[config.mk]
export PLATFORM = sky130hd
export DESIGN_NAME = tick_driven_uart_8n1
export DESIGN_NICKNAME = d
export VERILOG_FILES = /design/src/rtl/core/tdu_pkg.sv /design/src/rtl/core/tick_driven_uart_8n1.sv
export VERILOG_INCLUDE_DIRS = /design/src /design/src/rtl/core
export SDC_FILE = /design/constraint.sdc
export NUM_CORES = 1
export LEC_CHECK = 0
export BUFFER_PORTS_ARGS = -buffer_cell sky130_fd_sc_hd__buf_2
export CAP_MARGIN = 10
export CORE_MARGIN = 5
export CORE_UTILIZATION = 47
export CTS_BUF_LIST = sky130_fd_sc_hd__clkbuf_16
export DETAILED_ROUTE_END_ITERATION = 6
export PLACE_DENSITY = 0.76
export REMOVE_ABC_BUFFERS = 1
export SLEW_MARGIN = 0
export SYNTH_ARGS = -nofsm -noshare
export SYNTH_HDL_FRONTEND = slang
export SYNTH_SLANG_ARGS = --single-unit
[constraint.sdc]
create_clock -name clk -period 2.2 [get_ports clk]
set_input_delay 0.11 -clock clk [delete_from_list [all_inputs] [get_ports clk]]
set_output_delay 0.11 -clock clk [all_outputs]
set_load 0.01 [all_outputs]
[src/rtl/core/tick_driven_uart_8n1_defines.svh]
// assertion macros for the tick driven uart block
// needs clk and rst_n in scope at the point of use
`ifndef TICK_DRIVEN_UART_8N1_DEFINES_SVH
`define TICK_DRIVEN_UART_8N1_DEFINES_SVH

`ifndef SYNTHESIS
`define TDU_ASSERT(lbl, prop) \
    lbl: assert property (@(posedge clk) disable iff (!rst_n) (prop)) \
        else $error("tdu assertion failed");
`define TDU_ASSERT_NEXT(lbl, ante, cons) \
    lbl: assert property (@(posedge clk) disable iff (!rst_n) (ante) |=> (cons)) \
        else $error("tdu assertion failed");
`else
`define TDU_ASSERT(lbl, prop)
`define TDU_ASSERT_NEXT(lbl, ante, cons)
`endif

`endif

[src/rtl/core/tdu_pkg.sv]
// shared types and constants for the tick driven uart block
// no dependencies
package tdu_pkg;

    localparam int DataWidth = 8;
    localparam int CountWidth = 4;
    localparam int AddrWidth = 4;
    localparam int ApbDataWidth = 32;

    localparam logic [CountWidth-1:0] LenMin = CountWidth'(2);
    localparam logic [CountWidth-1:0] LenMax = CountWidth'(DataWidth + 1);
    localparam logic [CountWidth-1:0] LenReset = CountWidth'(9);

    typedef enum logic [1:0] {
        REG_WORD_LENGTH = 2'd0,
        REG_TX_INVERT   = 2'd1,
        REG_RX_ENABLE   = 2'd2
    } reg_index_t;

    // input word, last field in the lowest bit
    typedef struct packed {
        logic [3:0] pad;
        logic       rx_level;
        logic       rx_tick;
        logic       tx_tick;
        logic [7:0] load_byte;
        logic       load_valid;
    } in_word_t;

    // result word, last field in the lowest bit
    typedef struct packed {
        logic [2:0] pad;
        logic [7:0] rx_byte;
        logic       rx_done;
        logic       rx_active;
        logic       load_rejected;
        logic       tx_active;
        logic       tx_line;
    } out_word_t;

endpackage

[src/rtl/core/tick_driven_uart_8n1.sv]
// tick driven uart framer and deframer, 8n1, with apb configuration
// depends on tdu_pkg and tick_driven_uart_8n1_defines.svh
//
// channel   dir  width  contents
// s_axis    in   16     load_valid, load_byte, tx_tick, rx_tick, rx_level
// m_axis    out  16     tx_line, tx_active, load_rejected, rx_active, rx_done, rx_byte
// apb       in   32     word_length @0x0, tx_invert @0x4, rx_enable @0x8
//
// one word per cycle while s_tready is high; results are registered in the head or skid entry
// the uart state updates in the same edge that accepts the word
// a two-entry result buffer keeps s_tready high while only the head entry is held
// s_tready drops only while both result entries are full
// reset is asynchronous and needs no clearing pass
`include "tick_driven_uart_8n1_defines.svh"

module tick_driven_uart_8n1
    import tdu_pkg::*;
(
    input  logic                    clk,
    input  logic                    rst_n,
    input  logic                    s_tvalid,
    output logic                    s_tready,
    input  logic [15:0]             s_tdata, // load_valid, load_byte, tx_tick, rx_tick, rx_level
    output logic                    m_tvalid,
    input  logic                    m_tready,
    output logic [15:0]             m_tdata, // tx_line, tx_active, load_rejected,
                                             // rx_active, rx_done, rx_byte
    input  logic                    psel,
    input  logic                    penable,
    input  logic                    pwrite,
    input  logic [AddrWidth-1:0]    paddr,
    input  logic [ApbDataWidth-1:0] pwdata,
    output logic [ApbDataWidth-1:0] prdata,
    output logic                    pready
);

    logic [CountWidth-1:0] word_length_reg;
    logic                  tx_invert_reg;
    logic                  rx_enable_reg;

    logic [DataWidth-1:0]  tx_hold_reg, tx_hold_next;
    logic [DataWidth-1:0]  tx_shifter_reg, tx_shifter_next;
    logic [CountWidth-1:0] tx_bits_reg, tx_bits_next;
    logic                  tx_busy_reg, tx_busy_next;
    logic                  tx_level_reg, tx_level_next;
    logic [DataWidth-1:0]  rx_shifter_reg, rx_shifter_next;
    logic [CountWidth-1:0] rx_bits_reg, rx_bits_next;
    logic                  rx_busy_reg, rx_busy_next;
    logic                  rx_last_reg, rx_last_next;
    logic [DataWidth-1:0]  rx_result_reg, rx_result_next;

    out_word_t head_reg, skid_reg;
    logic      head_valid_reg, skid_valid_reg;

    in_word_t              in_word;
    out_word_t             res_word;
    logic                  push, pop, cfg_write;
    logic                  rejected, done;
    logic [CountWidth-1:0] eff_len, tx_dec, rx_dec;
    reg_index_t            cfg_index;

    assign in_word   = in_word_t'(s_tdata);
    assign push      = s_tvalid && s_tready;
    assign pop       = m_tvalid && m_tready;
    assign s_tready  = !skid_valid_reg;
    assign m_tvalid  = head_valid_reg;
    assign m_tdata   = 16'(head_reg);
    assign pready    = 1'b1;
    assign cfg_index = reg_index_t'(paddr[3:2]);
    assign cfg_write = psel && penable && pwrite && pready;

    // configuration registers
    always_ff @(posedge clk or negedge rst_n)
    begin
        if (!rst_n)
        begin
            word_length_reg <= LenReset;
            tx_invert_reg   <= 1'b0;
            rx_enable_reg   <= 1'b1;
        end
        else if (cfg_write)
        begin
            case (cfg_index)
                REG_WORD_LENGTH: word_length_reg <= pwdata[CountWidth-1:0];
                REG_TX_INVERT:   tx_invert_reg   <= pwdata[0];
                REG_RX_ENABLE:   rx_enable_reg   <= pwdata[0];
                default:         ;
            endcase
        end
    end

    always_comb
    begin
        case (cfg_index)
            REG_WORD_LENGTH: prdata = ApbDataWidth'(word_length_reg);
            REG_TX_INVERT:   prdata = ApbDataWidth'(tx_invert_reg);
            REG_RX_ENABLE:   prdata = ApbDataWidth'(rx_enable_reg);
            default:         prdata = '0;
        endcase
    end

    always_comb
    begin
        if (word_length_reg < LenMin)
            eff_len = LenMin;
        else if (word_length_reg > LenMax)
            eff_len = LenMax;
        else
            eff_len = word_length_reg;
    end

    assign tx_dec = tx_bits_reg - CountWidth'(1);
    assign rx_dec = rx_bits_reg - CountWidth'(1);

    // per-word state update
    always_comb
    begin
        tx_hold_next    = tx_hold_reg;
        tx_shifter_next = tx_shifter_reg;
        tx_bits_next    = tx_bits_reg;
        tx_busy_next    = tx_busy_reg;
        tx_level_next   = tx_level_reg;
        rx_shifter_next = rx_shifter_reg;
        rx_bits_next    = rx_bits_reg;
        rx_busy_next    = rx_busy_reg;
        rx_result_next  = rx_result_reg;
        rx_last_next    = in_word.rx_level;
        rejected        = 1'b0;
        done            = 1'b0;

        if (tx_busy_reg && in_word.tx_tick)
        begin
            if (tx_bits_reg == '0)
            begin
                // start bit, byte moves into the shifter
                tx_level_next   = tx_invert_reg;
                tx_shifter_next = tx_invert_reg ? ~tx_hold_reg : tx_hold_reg;
                tx_bits_next    = eff_len;
            end
            else
            begin
                tx_bits_next = tx_dec;
                if (tx_dec == '0)
                begin
                    tx_level_next = !tx_invert_reg;
                    tx_busy_next  = 1'b0;
                end
                else
                begin
                    tx_level_next   = tx_shifter_reg[0];
                    tx_shifter_next = tx_shifter_reg >> 1;
                end
            end
        end
        if (in_word.load_valid)
        begin
            if (tx_busy_reg)
                rejected = 1'b1;
            else
            begin
                tx_hold_next = in_word.load_byte[DataWidth-1:0];
                tx_bits_next = '0;
                tx_busy_next = 1'b1;
            end
        end

        if (rx_busy_reg && in_word.rx_tick)
        begin
            rx_bits_next = rx_dec;
            if (rx_dec == '0)
            begin
                rx_busy_next   = 1'b0;
                rx_result_next = rx_shifter_reg;
                done           = 1'b1;
            end
            else
                rx_shifter_next = {in_word.rx_level, rx_shifter_reg[DataWidth-1:1]};
        end
        // falling edge arms the receiver
        if (!rx_busy_reg && rx_enable_reg && rx_last_reg && !in_word.rx_level)
        begin
            rx_busy_next = 1'b1;
            rx_bits_next = LenMax;
        end
    end

    always_comb
    begin
        res_word               = '0;
        res_word.tx_line       = tx_level_next;
        res_word.tx_active     = tx_busy_next;
        res_word.load_rejected = rejected;
        res_word.rx_active     = rx_busy_next;
        res_word.rx_done       = done;
        res_word.rx_byte       = 8'(rx_result_next);
    end

    always_ff @(posedge clk or negedge rst_n)
    begin
        if (!rst_n)
        begin
            tx_hold_reg    <= '0;
            tx_shifter_reg <= '0;
            tx_bits_reg    <= '0;
            tx_busy_reg    <= 1'b0;
            tx_level_reg   <= 1'b1;
            rx_shifter_reg <= '0;
            rx_bits_reg    <= '0;
            rx_busy_reg    <= 1'b0;
            rx_last_reg    <= 1'b1;
            rx_result_reg  <= '0;
        end
        else if (push)
        begin
            tx_hold_reg    <= tx_hold_next;
            tx_shifter_reg <= tx_shifter_next;
            tx_bits_reg    <= tx_bits_next;
            tx_busy_reg    <= tx_busy_next;
            tx_level_reg   <= tx_level_next;
            rx_shifter_reg <= rx_shifter_next;
            rx_bits_reg    <= rx_bits_next;
            rx_busy_reg    <= rx_busy_next;
            rx_last_reg    <= rx_last_next;
            rx_result_reg  <= rx_result_next;
        end
    end

    // result buffer, head plus one skid entry
    always_ff @(posedge clk or negedge rst_n)
    begin
        if (!rst_n)
        begin
            head_valid_reg <= 1'b0;
            skid_valid_reg <= 1'b0;
        end
        else if (skid_valid_reg)
        begin
            if (pop)
                skid_valid_reg <= 1'b0;
        end
        else if (push)
        begin
            if (!head_valid_reg || pop)
                head_valid_reg <= 1'b1;
            else
                skid_valid_reg <= 1'b1;
        end
        else if (pop)
            head_valid_reg <= 1'b0;
    end

    always_ff @(posedge clk)
    begin
        if (skid_valid_reg)
        begin
            if (pop)
                head_reg <= skid_reg;
        end
        else if (push)
        begin
            if (!head_valid_reg || pop)
                head_reg <= res_word;
            else
                skid_reg <= res_word;
        end
    end

    `TDU_ASSERT(a_skid_needs_head, !skid_valid_reg || head_valid_reg)
    `TDU_ASSERT(a_stall_only_when_full, s_tready || m_tvalid)
    `TDU_ASSERT(a_tx_count_range, tx_bits_reg <= LenMax)
    `TDU_ASSERT(a_rx_count_range, rx_bits_reg <= LenMax)
    `TDU_ASSERT_NEXT(a_tx_ends_on_tick, push && !in_word.tx_tick, !$fell(tx_busy_reg))
    `TDU_ASSERT_NEXT(a_done_frees_rx, push && done, !rx_busy_reg)

endmodule
==> summary.md, run 1 <==
| Metric | Value |
|---|---|
| Reg2reg setup slack | `between 0.07 and 0.08 ns` |
| Area Growth Syn to Fin | `18.75%` |
| Launch instance of the worst register-to-register path | `tx_bits_reg[1]` |
| Count of vias placed by the detailed router | `2,568` |
| Gr ovfl total | `0` |
| Worst endpoint data arrival time | `about 2.3 ns` |
| Mean cell area of the mapped netlist | `about 12 um^2` |
| Clock root buffer | `sky130_fd_sc_hd__clkbuf_16` |
| Cell depth of the worst min-delay path | `2` |
| Worst IR Drop VDD | `around 0.67 mV` |
| Largest net degree at the start of global routing | `53` |
| Cell Rows | `33` |
| Portion of synthesized cell area occupied by the leading cell type | `about 30%` |
| Placed wire-length estimate | `between 4 and 5 mm` |
| Number of cells on the worst reg-to-reg path | `6` |
| Max-Cap Viols | `0` |
| Crit path largest cell delay | `approximately 0.51 ns` |
| Clock Sink Count | `between 70 and 80` |
| Nets@finish | `460` |
| Layout cell share with drive strength beyond 1 | `roughly two fifths` |
| Count of antenna diodes in the layout | `0` |
| Relative max-transition margin | `between 50 and 60%` |
| H-tree levels | `3` |
| Startpoint of the tightest hold check path | `s_tdata[7]` |
| Die W | `101.4 um` |
| Synth top cells by count | `sky130_fd_sc_hd__mux2_2 (55), sky130_fd_sc_hd__dfrtp_1 (47), sky130_fd_sc_hd__buf_4 (32)` |
| DRC violations left | `0` |
| Number of synthesized flops with an enable pin | `26` |
| Final weighted congestion in routability-driven placement | `0.8308` |
| Leakage dissipation | `roughly 0.0021 uW` |
| Library cell with the highest instance count after synthesis | `sky130_fd_sc_hd__mux2_2` |
| Result of the run | `complete, no violations` |
| Boundary pin count | `between 100 and 150` |
| Required @ worst endpoint | `around 2.4 ns` |
| Via count of the first global-routing pass | `about 2,600` |
| Main flop type after synthesis | `sky130_fd_sc_hd__dfrtp_1` |
| Final routed wire length divided by cell count | `14.42 um` |
| End of the worst register-to-register path | `m_tdata[0]` |
| Clock insertion delay at the later pin of the skew report | `0.33 ns` |
| Area enclosed by the die boundary | `~10,000 um^2` |
| Post-Syn Area | `about 3900 um^2` |
| Final worst clock skew | `0.007944 ns` |
| Top area cells in the synthesized netlist | `sky130_fd_sc_hd__dfrtp_1 (30%), sky130_fd_sc_hd__edfxtp_1 (20%), sky130_fd_sc_hd__mux2_2 (16%)` |
| Tot GR Track Use | `roughly 15%` |
| Antenna-violating nets left | `0` |
| 1st-iter DRT viols | `54` |
| First-pass GRT wire length | `~12 mm` |
| Effective utilization at floorplan | `48.07%` |
| Synth area leader | `sky130_fd_sc_hd__dfrtp_1` |
| Maximum buffer depth of the clock tree | `2` |
| Die extent in y | `101.4 um` |
| Ratio of routed vias to standard cells | `slightly above 5` |
| Inserted Clock Buffers | `9` |
| Share of the clock period used by the worst path | `between 90% and 100%` |
| DP Worst Slack | `-0.05030 ns` |
| Post-synthesis cell type count | `53` |
| Tightest Pin Transition | `about 0.65 ns` |
| Antenna violations before repair | `0` |
| Power per cell area | `1346 nW/um^2` |
| Hold violation total from the final report | `0` |
| CP Class | `register to register` |
| Count of endpoints failing setup in the final report | `0` |
| Final Max Tran Viols | `0` |
| Count of warnings emitted by yosys | `0` |
| Worst path slowest cell | `sky130_fd_sc_hd__or4_4` |
| CP Launch Type | `register` |
| Async set-or-reset flop fraction in the synthesized netlist | `between 60 and 70%` |
| Hold Crit Class | `input port to register` |
| Min Clock Period, post-route | `around 2.1 ns` |
| Placement Cell Area | `around 4200 um^2` |
| Portion of the post-synthesis area used by sequential elements | `between 50% and 60%` |
| Highest net fanout along the worst path | `3` |
| Number of buffers inserted by port buffering | `43` |
| Highest clock frequency the design can meet | `roughly 470 MHz` |
| Register bit count reported by yosys | `between 70 and 80` |
| Clock tree from TritonCTS | `done` |
| Final setup TNS | `0 ns` |
| Post-synthesis cell count | `between 300 and 400` |
| Clock-pin slew reported for the worst setup and hold paths after clock tree synthesis | `0.06 ns` |
| Type of destination of the critical path | `register` |
| Cells along the critical path | `buf_4 -> or4_4 -> a311o_2 -> a31oi_2 -> o21ai_2 -> o31ai_2` |
| Post-Route WL | `about 7.3 mm` |
| Final setup slack of the worst path | `0.07519 ns` |
| TritonRoute pass-1 iters | `4` |
| Std-Cell Core Area | `approximately 8000 um^2` |
| Capture endpoint of the worst hold path | `tx_hold_reg[6]` |
| Post-route cell area | `approximately 4700 um^2` |
## layer usage
| layer | wire (um) | track usage [%] |
|---|---|---|
| met1 | 3059 | 17.21 |
| met5 | 0 | 0 |
| met2 | 3672 | 24.90 |
| met4 | 136 | 7.362 |
| met3 | 427 | 3.375 |
## worst max-delay path, delay by kind of cell, from the launching register on
family / cells / cell delay [ns]
AND/OR/NAND/NOR: 1 / 0.51
AO/OA/AOI/OAI: 4 / 0.93
buffers and inverters: 1 / 0.13
flip-flops: 1 / 0.37
## stage by stage
step	std cells	util (%)	hold WS, ns	total power, uW
after CTS	502	56.12	0.001434	6198
final	506	57.09	0.01206	6282
after detailed placement	482	51.73	0.2686	4568
after floorplan	316	-	-0.1856	3837
after global placement	482	51.73	0.2617	4461
after global routing	506	57.09	0.001196	6710
## what timing repair did
action,CTS,global route
pin swaps,1,10
endpoints found under the hold margin,48,0
hold buffers,2,0
buffers inserted,3,3
gates resized for setup,2,15
endpoints found under the setup margin,10,20
gates cloned,0,1
## logic make-up (layout without fill, tap and decap cells)
family | after synthesis | in the layout | share of synthesized area [%]
AOI/OAI and AO/OA | 48 | 48 | 7.832
and+or+nand+nor | 75 | 75 | 9.774
adders and majority gates | 4 | 4 | 1.274
buffers and inverters | 55 | 96 | 9.009
xor gates and xnor gates | 9 | 9 | 2.006
DFF | 78 | 78 | 53.14
other | 2 | 32 | 0.1911
muxes | 59 | 59 | 16.78
## layout by cell type, fill, tap and decap left out, types with 3 or more instances in the layout
| master | netlist | routed |
|---|---|---|
| sky130_fd_sc_hd__a21oi_1 | 18 | 17 |
| sky130_fd_sc_hd__mux2i_1 | 4 | 4 |
| sky130_fd_sc_hd__nor3b_1 | 4 | 3 |
| sky130_fd_sc_hd__nor3_1 | 5 | 4 |
| sky130_fd_sc_hd__nor2_1 | 22 | 22 |
| sky130_fd_sc_hd__a21oi_2 | 2 | 3 |
| sky130_fd_sc_hd__xnor2_1 | 6 | 6 |
| sky130_fd_sc_hd__nand3_1 | 4 | 4 |
| sky130_fd_sc_hd__o21ai_0 | 9 | 7 |
| sky130_fd_sc_hd__conb_1 | 2 | 32 |
| sky130_fd_sc_hd__xor2_1 | 3 | 3 |
| sky130_fd_sc_hd__buf_2 | 3 | 43 |
| sky130_fd_sc_hd__and3_1 | 3 | 3 |
| sky130_fd_sc_hd__dfstp_2 | 5 | 5 |
| sky130_fd_sc_hd__nand2_1 | 17 | 17 |
| sky130_fd_sc_hd__o21ai_1 | 2 | 3 |
| sky130_fd_sc_hd__buf_4 | 32 | 22 |
| sky130_fd_sc_hd__edfxtp_1 | 26 | 26 |
| sky130_fd_sc_hd__and2_1 | 3 | 3 |
| sky130_fd_sc_hd__inv_1 | 11 | 9 |
| sky130_fd_sc_hd__dfrtp_1 | 47 | 47 |
| sky130_fd_sc_hd__mux2_2 | 55 | 55 |
| sky130_fd_sc_hd__clkbuf_16 | 0 | 9 |
## how the worst max path moves through the flow
stage | to | startpoint
finish | m_tdata[0] | tx_bits_reg[1]
global route | m_tdata[0] | tx_bits_reg[0]
CTS | m_tdata[0] | tx_bits_reg[0]
detailed placement | m_tdata[0] | tx_bits_reg[0]
global placement | m_tdata[0] | tx_bits_reg[0]
floorplan | m_tdata[0] | tx_bits_reg[0]
## cell type report
| cell class | instances | area, um^2 |
|---|---|---|
| Clock buffer | 9 | 225.2 |
| Clock inverter | 6 | 86.33 |
| Timing Repair Buffer | 70 | 442.9 |
| Multi-Input combinational cell | 227 | 1652 |
| Fill cell | 696 | 3508 |
| Inverter | 11 | 41.29 |
| Tap cell | 105 | 131.4 |
| Sequential cell | 78 | 2088 |
## report_power, final
part | leakage, uW | internal [uW] | switching [uW]
Clock | 0.000153 | 987 | 564
Sequential | 0.000892 | 2100 | 360
Combinational | 0.00104 | 1150 | 1120
No activity file was read; power rests on OpenSTA's default activity.
==> run 2: changes to the inputs <==
--- a/config.mk
+++ b/config.mk
@@ -8,11 +8,12 @@
 export LEC_CHECK = 0
 export BUFFER_PORTS_ARGS = -buffer_cell sky130_fd_sc_hd__buf_2
 export CAP_MARGIN = 10
-export CORE_MARGIN = 5
-export CORE_UTILIZATION = 47
+export CELL_PAD_IN_SITES_DETAIL_PLACEMENT = 1
+export CELL_PAD_IN_SITES_GLOBAL_PLACEMENT = 1
+export CORE_UTILIZATION = 37
 export CTS_BUF_LIST = sky130_fd_sc_hd__clkbuf_16
 export DETAILED_ROUTE_END_ITERATION = 6
-export PLACE_DENSITY = 0.76
+export PLACE_DENSITY = 0.84
 export REMOVE_ABC_BUFFERS = 1
 export SLEW_MARGIN = 0
 export SYNTH_ARGS = -nofsm -noshare
==> summary.md, run 2 (synthesis gave the netlist of run 1 again) <==
| Metric | Value |
|---|---|
| Maximum buffer depth of the clock tree | `2 (unchanged)` |
| Most congested layer reported by global routing | `met2 (unchanged)` |
| Tot GR Track Use | `15.43% (was 14.59%)` |
| Most common library cell in the layout ignoring fill and taps | `sky130_fd_sc_hd__mux2_2 (unchanged)` |
| Post-route cell area | `4673 um^2 (was 4667 um^2)` |
| Worst IR Drop VDD | `0.5478 mV (was 0.6715 mV)` |
| Gr ovfl total | `0 (unchanged)` |
| Count of antenna diodes in the layout | `0 (unchanged)` |
| Antenna-violating nets left | `0 (unchanged)` |
| Die W | `105.1 um (was 101.4 um)` |
| Final setup slack of the worst path | `-0.03452 ns (was 0.07519 ns)` |
| Area enclosed by the die boundary | `11,040 um^2 (was 10,290 um^2)` |
| Total power after layout | `6204 uW (was 6282 uW)` |
| Result of the run | `complete, but fails checks (was complete, no violations)` |
| Count of endpoints failing setup in the final report | `1 (was 0)` |
| Clock-pin slew reported for the worst setup and hold paths after clock tree synthesis | `0.06 ns (about the same)` |
| Hold Crit Class | `input port to register (unchanged)` |
| Kind of cell with the highest combined delay on the critical path | `simple AND/OR/NAND/NOR gates (was compound AO/OA/AOI/OAI gates)` |
| Worst path slowest cell | `sky130_fd_sc_hd__dfrtp_1 (was sky130_fd_sc_hd__or4_4)` |
| Boundary pin count | `110 (unchanged)` |
| Largest net degree at the start of global routing | `28 (was 53)` |
| Via count of the first global-routing pass | `2,697 (was 2,551)` |
| Number of placed cells counting well taps | `517 (was 482)` |
| Leakage dissipation | `0.002069 uW (was 0.002082 uW)` |
| GRT met1 Usage | `17.74% (was 17.21%)` |
| 1st-iter DRT viols | `67 (was 54)` |
| TritonRoute pass-1 iters | `4 (unchanged)` |
| Final Util | `45.27% (was 57.09%)` |
| Launch instance of the worst register-to-register path | `tx_bits_reg[1] (unchanged)` |
| Buffers & Inverters on Critical Path | `2 (was 1)` |
| Inserted Clock Buffers | `9 (unchanged)` |
| Final routed wire length divided by cell count | `15.32 um (was 14.42 um)` |
| End of the worst register-to-register path | `m_tdata[1] (was m_tdata[0])` |
| Cells along the critical path | `inv_2 -> ha_2 -> buf_4 -> nor2_1 -> nand4_1 -> o21ai_2 -> a41oi_1 -> mux2_2 (was buf_4 -> or4_4 -> a311o_2 -> a31oi_2 -> o21ai_2 -> o31ai_2)` |
| CP Class | `register to register (unchanged)` |
| Final Max Tran Viols | `0 (unchanged)` |
| Std-Cell Core Area | `10,320 um^2 (was 8175 um^2)` |
| Tightest Pin Transition | `0.5336 ns (was 0.6503 ns)` |
| Hold violation total from the final report | `0 (unchanged)` |
| Ratio of routed vias to standard cells | `4.920 (was 5.075)` |
| Nets@finish | `461 (was 460)` |
| Post-route insts no fill | `539 (was 506)` |
| Type of destination of the critical path | `register (unchanged)` |
| Capture endpoint of the worst hold path | `tx_hold_reg[2] (was tx_hold_reg[6])` |
| Die extent in y | `105.1 um (was 101.4 um)` |
| Final weighted congestion in routability-driven placement | `0.8011 (was 0.8308)` |
| RSZ-0062 raised after global routing | `yes` |
| Final worst clock skew | `0.005380 ns (was 0.007944 ns)` |
| Clock root buffer | `sky130_fd_sc_hd__clkbuf_16 (unchanged)` |
| Cell Rows | `37 (was 33)` |
| First-pass GRT wire length | `13.37 mm (was 11.72 mm)` |
| Clock tree from TritonCTS | `done (unchanged)` |
| Worst endpoint data arrival time | `2.31 ns (was 2.27 ns)` |
| Grt met3 use | `2.558% (was 3.375%)` |
| Most used cells in the layout excluding fill and tap cells | `sky130_fd_sc_hd__mux2_2 (54), sky130_fd_sc_hd__dfrtp_1 (47), sky130_fd_sc_hd__buf_2 (43), sky130_fd_sc_hd__conb_1 (32), sky130_fd_sc_hd__edfxtp_1 (26) (was sky130_fd_sc_hd__mux2_2 (55), sky130_fd_sc_hd__dfrtp_1 (47), sky130_fd_sc_hd__buf_2 (43), sky130_fd_sc_hd__conb_1 (32), sky130_fd_sc_hd__edfxtp_1 (26))` |
| Placed wire-length estimate | `5.628 mm (was 4.891 mm)` |
| Number of buffers inserted by port buffering | `43 (unchanged)` |
| Highest clock frequency the design can meet | `447.5 MHz (was 470.6 MHz)` |
| Clock insertion delay at the later pin of the skew report | `0.33 ns (about the same)` |
| DRC violations left | `0 (unchanged)` |
| Met2 Usage GRT | `28.00% (was 24.90%)` |
| Reg2reg setup slack | `-0.03 ns (was 0.08 ns)` |
| Min Clock Period, post-route | `2.235 ns (was 2.125 ns)` |
| Relative max-transition margin | `64.05% (was 56.65%)` |
| Post-Route WL | `8.258 mm (was 7.296 mm)` |
| Cell depth of the worst min-delay path | `2 (unchanged)` |
| Highest net fanout along the worst path | `5 (was 3)` |
| H-tree levels | `3 (unchanged)` |
| Power per cell area | `1328 nW/um^2 (was 1346 nW/um^2)` |
| Placement Cell Area | `4285 um^2 (was 4229 um^2)` |
| Required @ worst endpoint | `2.28 ns (was 2.35 ns)` |
| Number of cells on the worst reg-to-reg path | `8 (was 6)` |
| Max-Cap Viols | `0 (unchanged)` |
| Clock Sink Count | `78 (unchanged)` |
| CP Launch Type | `register (unchanged)` |
| Startpoint of the tightest hold check path | `s_tdata[3] (was s_tdata[7])` |
| Layout cell share with drive strength beyond 1 | `41.19% (was 40.40%)` |
| Crit path largest cell delay | `0.38 ns (was 0.51 ns)` |
| Count of vias placed by the detailed router | `2,652 (was 2,568)` |
| Share of the clock period used by the worst path | `101.6% (was 96.58%)` |
| Violations in the final reports | `setup timing` |
| Antenna violations before repair | `0 (unchanged)` |
| Effective utilization at floorplan | `38.07% (was 48.07%)` |
| Area Growth Syn to Fin | `18.91% (was 18.75%)` |
run 2: worst reg2reg max path, stage by stage, from the launching register on:
cell and delay [ns]:
sky130_fd_sc_hd__dfrtp_1 0.38, sky130_fd_sc_hd__inv_2 0.05, sky130_fd_sc_hd__ha_2 0.17, sky130_fd_sc_hd__buf_4 0.15, sky130_fd_sc_hd__nor2_1 0.22, sky130_fd_sc_hd__nand4_1 0.29
sky130_fd_sc_hd__o21ai_2 0.20, sky130_fd_sc_hd__a41oi_1 0.20, sky130_fd_sc_hd__mux2_2 0.32
run 2: how the worst max path moves through the flow:
stage	cells after the start	slack [ns]	endpoint	start
2_1_floorplan	7	-0.52	m_tdata[0]	tx_bits_reg[0]
3_3_place_gp	7	-0.04	m_tdata[0]	tx_bits_reg[0]
3_5_place_dp	7	-0.09	m_tdata[0]	tx_bits_reg[1]
4_1_cts	6	-0.01	m_tdata[0]	tx_bits_reg[1]
5_1_grt	8	-0.13	m_tdata[1]	tx_bits_reg[1]
6_report	8	-0.03	m_tdata[1]	tx_bits_reg[1]
run 2: layer usage:
metal	part of all wire, %	wire [um]	up-vias
met4	2.6	212	0
met3	2.6	213	16
li1	-	-	1250
met2	53	4418	49
met1	41	3413	1337
met5	0	0	-
run 2: power by group:
part	internal, uW	switching (uW)	leakage [uW]
registers	2100	359	0.000892
clock network	767	598	0.000136
logic	1130	1250	0.00104
run 2: through the flow:
step           setup TNS (ns)  hold WS, ns  setup slack, ns
2_1_floorplan          -8.038      -0.1856          -0.5160
3_3_place_gp         -0.04312     -0.02507         -0.04075
3_5_place_dp          -0.1506     -0.02167         -0.09116
4_1_cts              -0.01283     0.003880         -0.01283
5_1_grt               -0.3902     0.008592          -0.1283
6_report             -0.03452     0.009634         -0.03452
run 2: layout make-up:
type                            count  area (um^2)
Clock buffer                        9        225.2
Clock inverter                      7        48.80
Fill cell                        1134         5650
Inverter                           11        41.29
Multi-Input combinational cell    227         1658
Sequential cell                    78         2088
Tap cell                          136        170.2
Timing Repair Buffer               71        441.7
run 2: what timing repair did:
item                                    in CTS  in global routing
buffers inserted                             4                  0
resized for setup                            5                 16
hold buffers                                 2                  0
endpoints found under the setup margin       4                 24
hold endpoints to repair                    31                  0
pin swaps                                    5                  3
cloned                                       0                  1
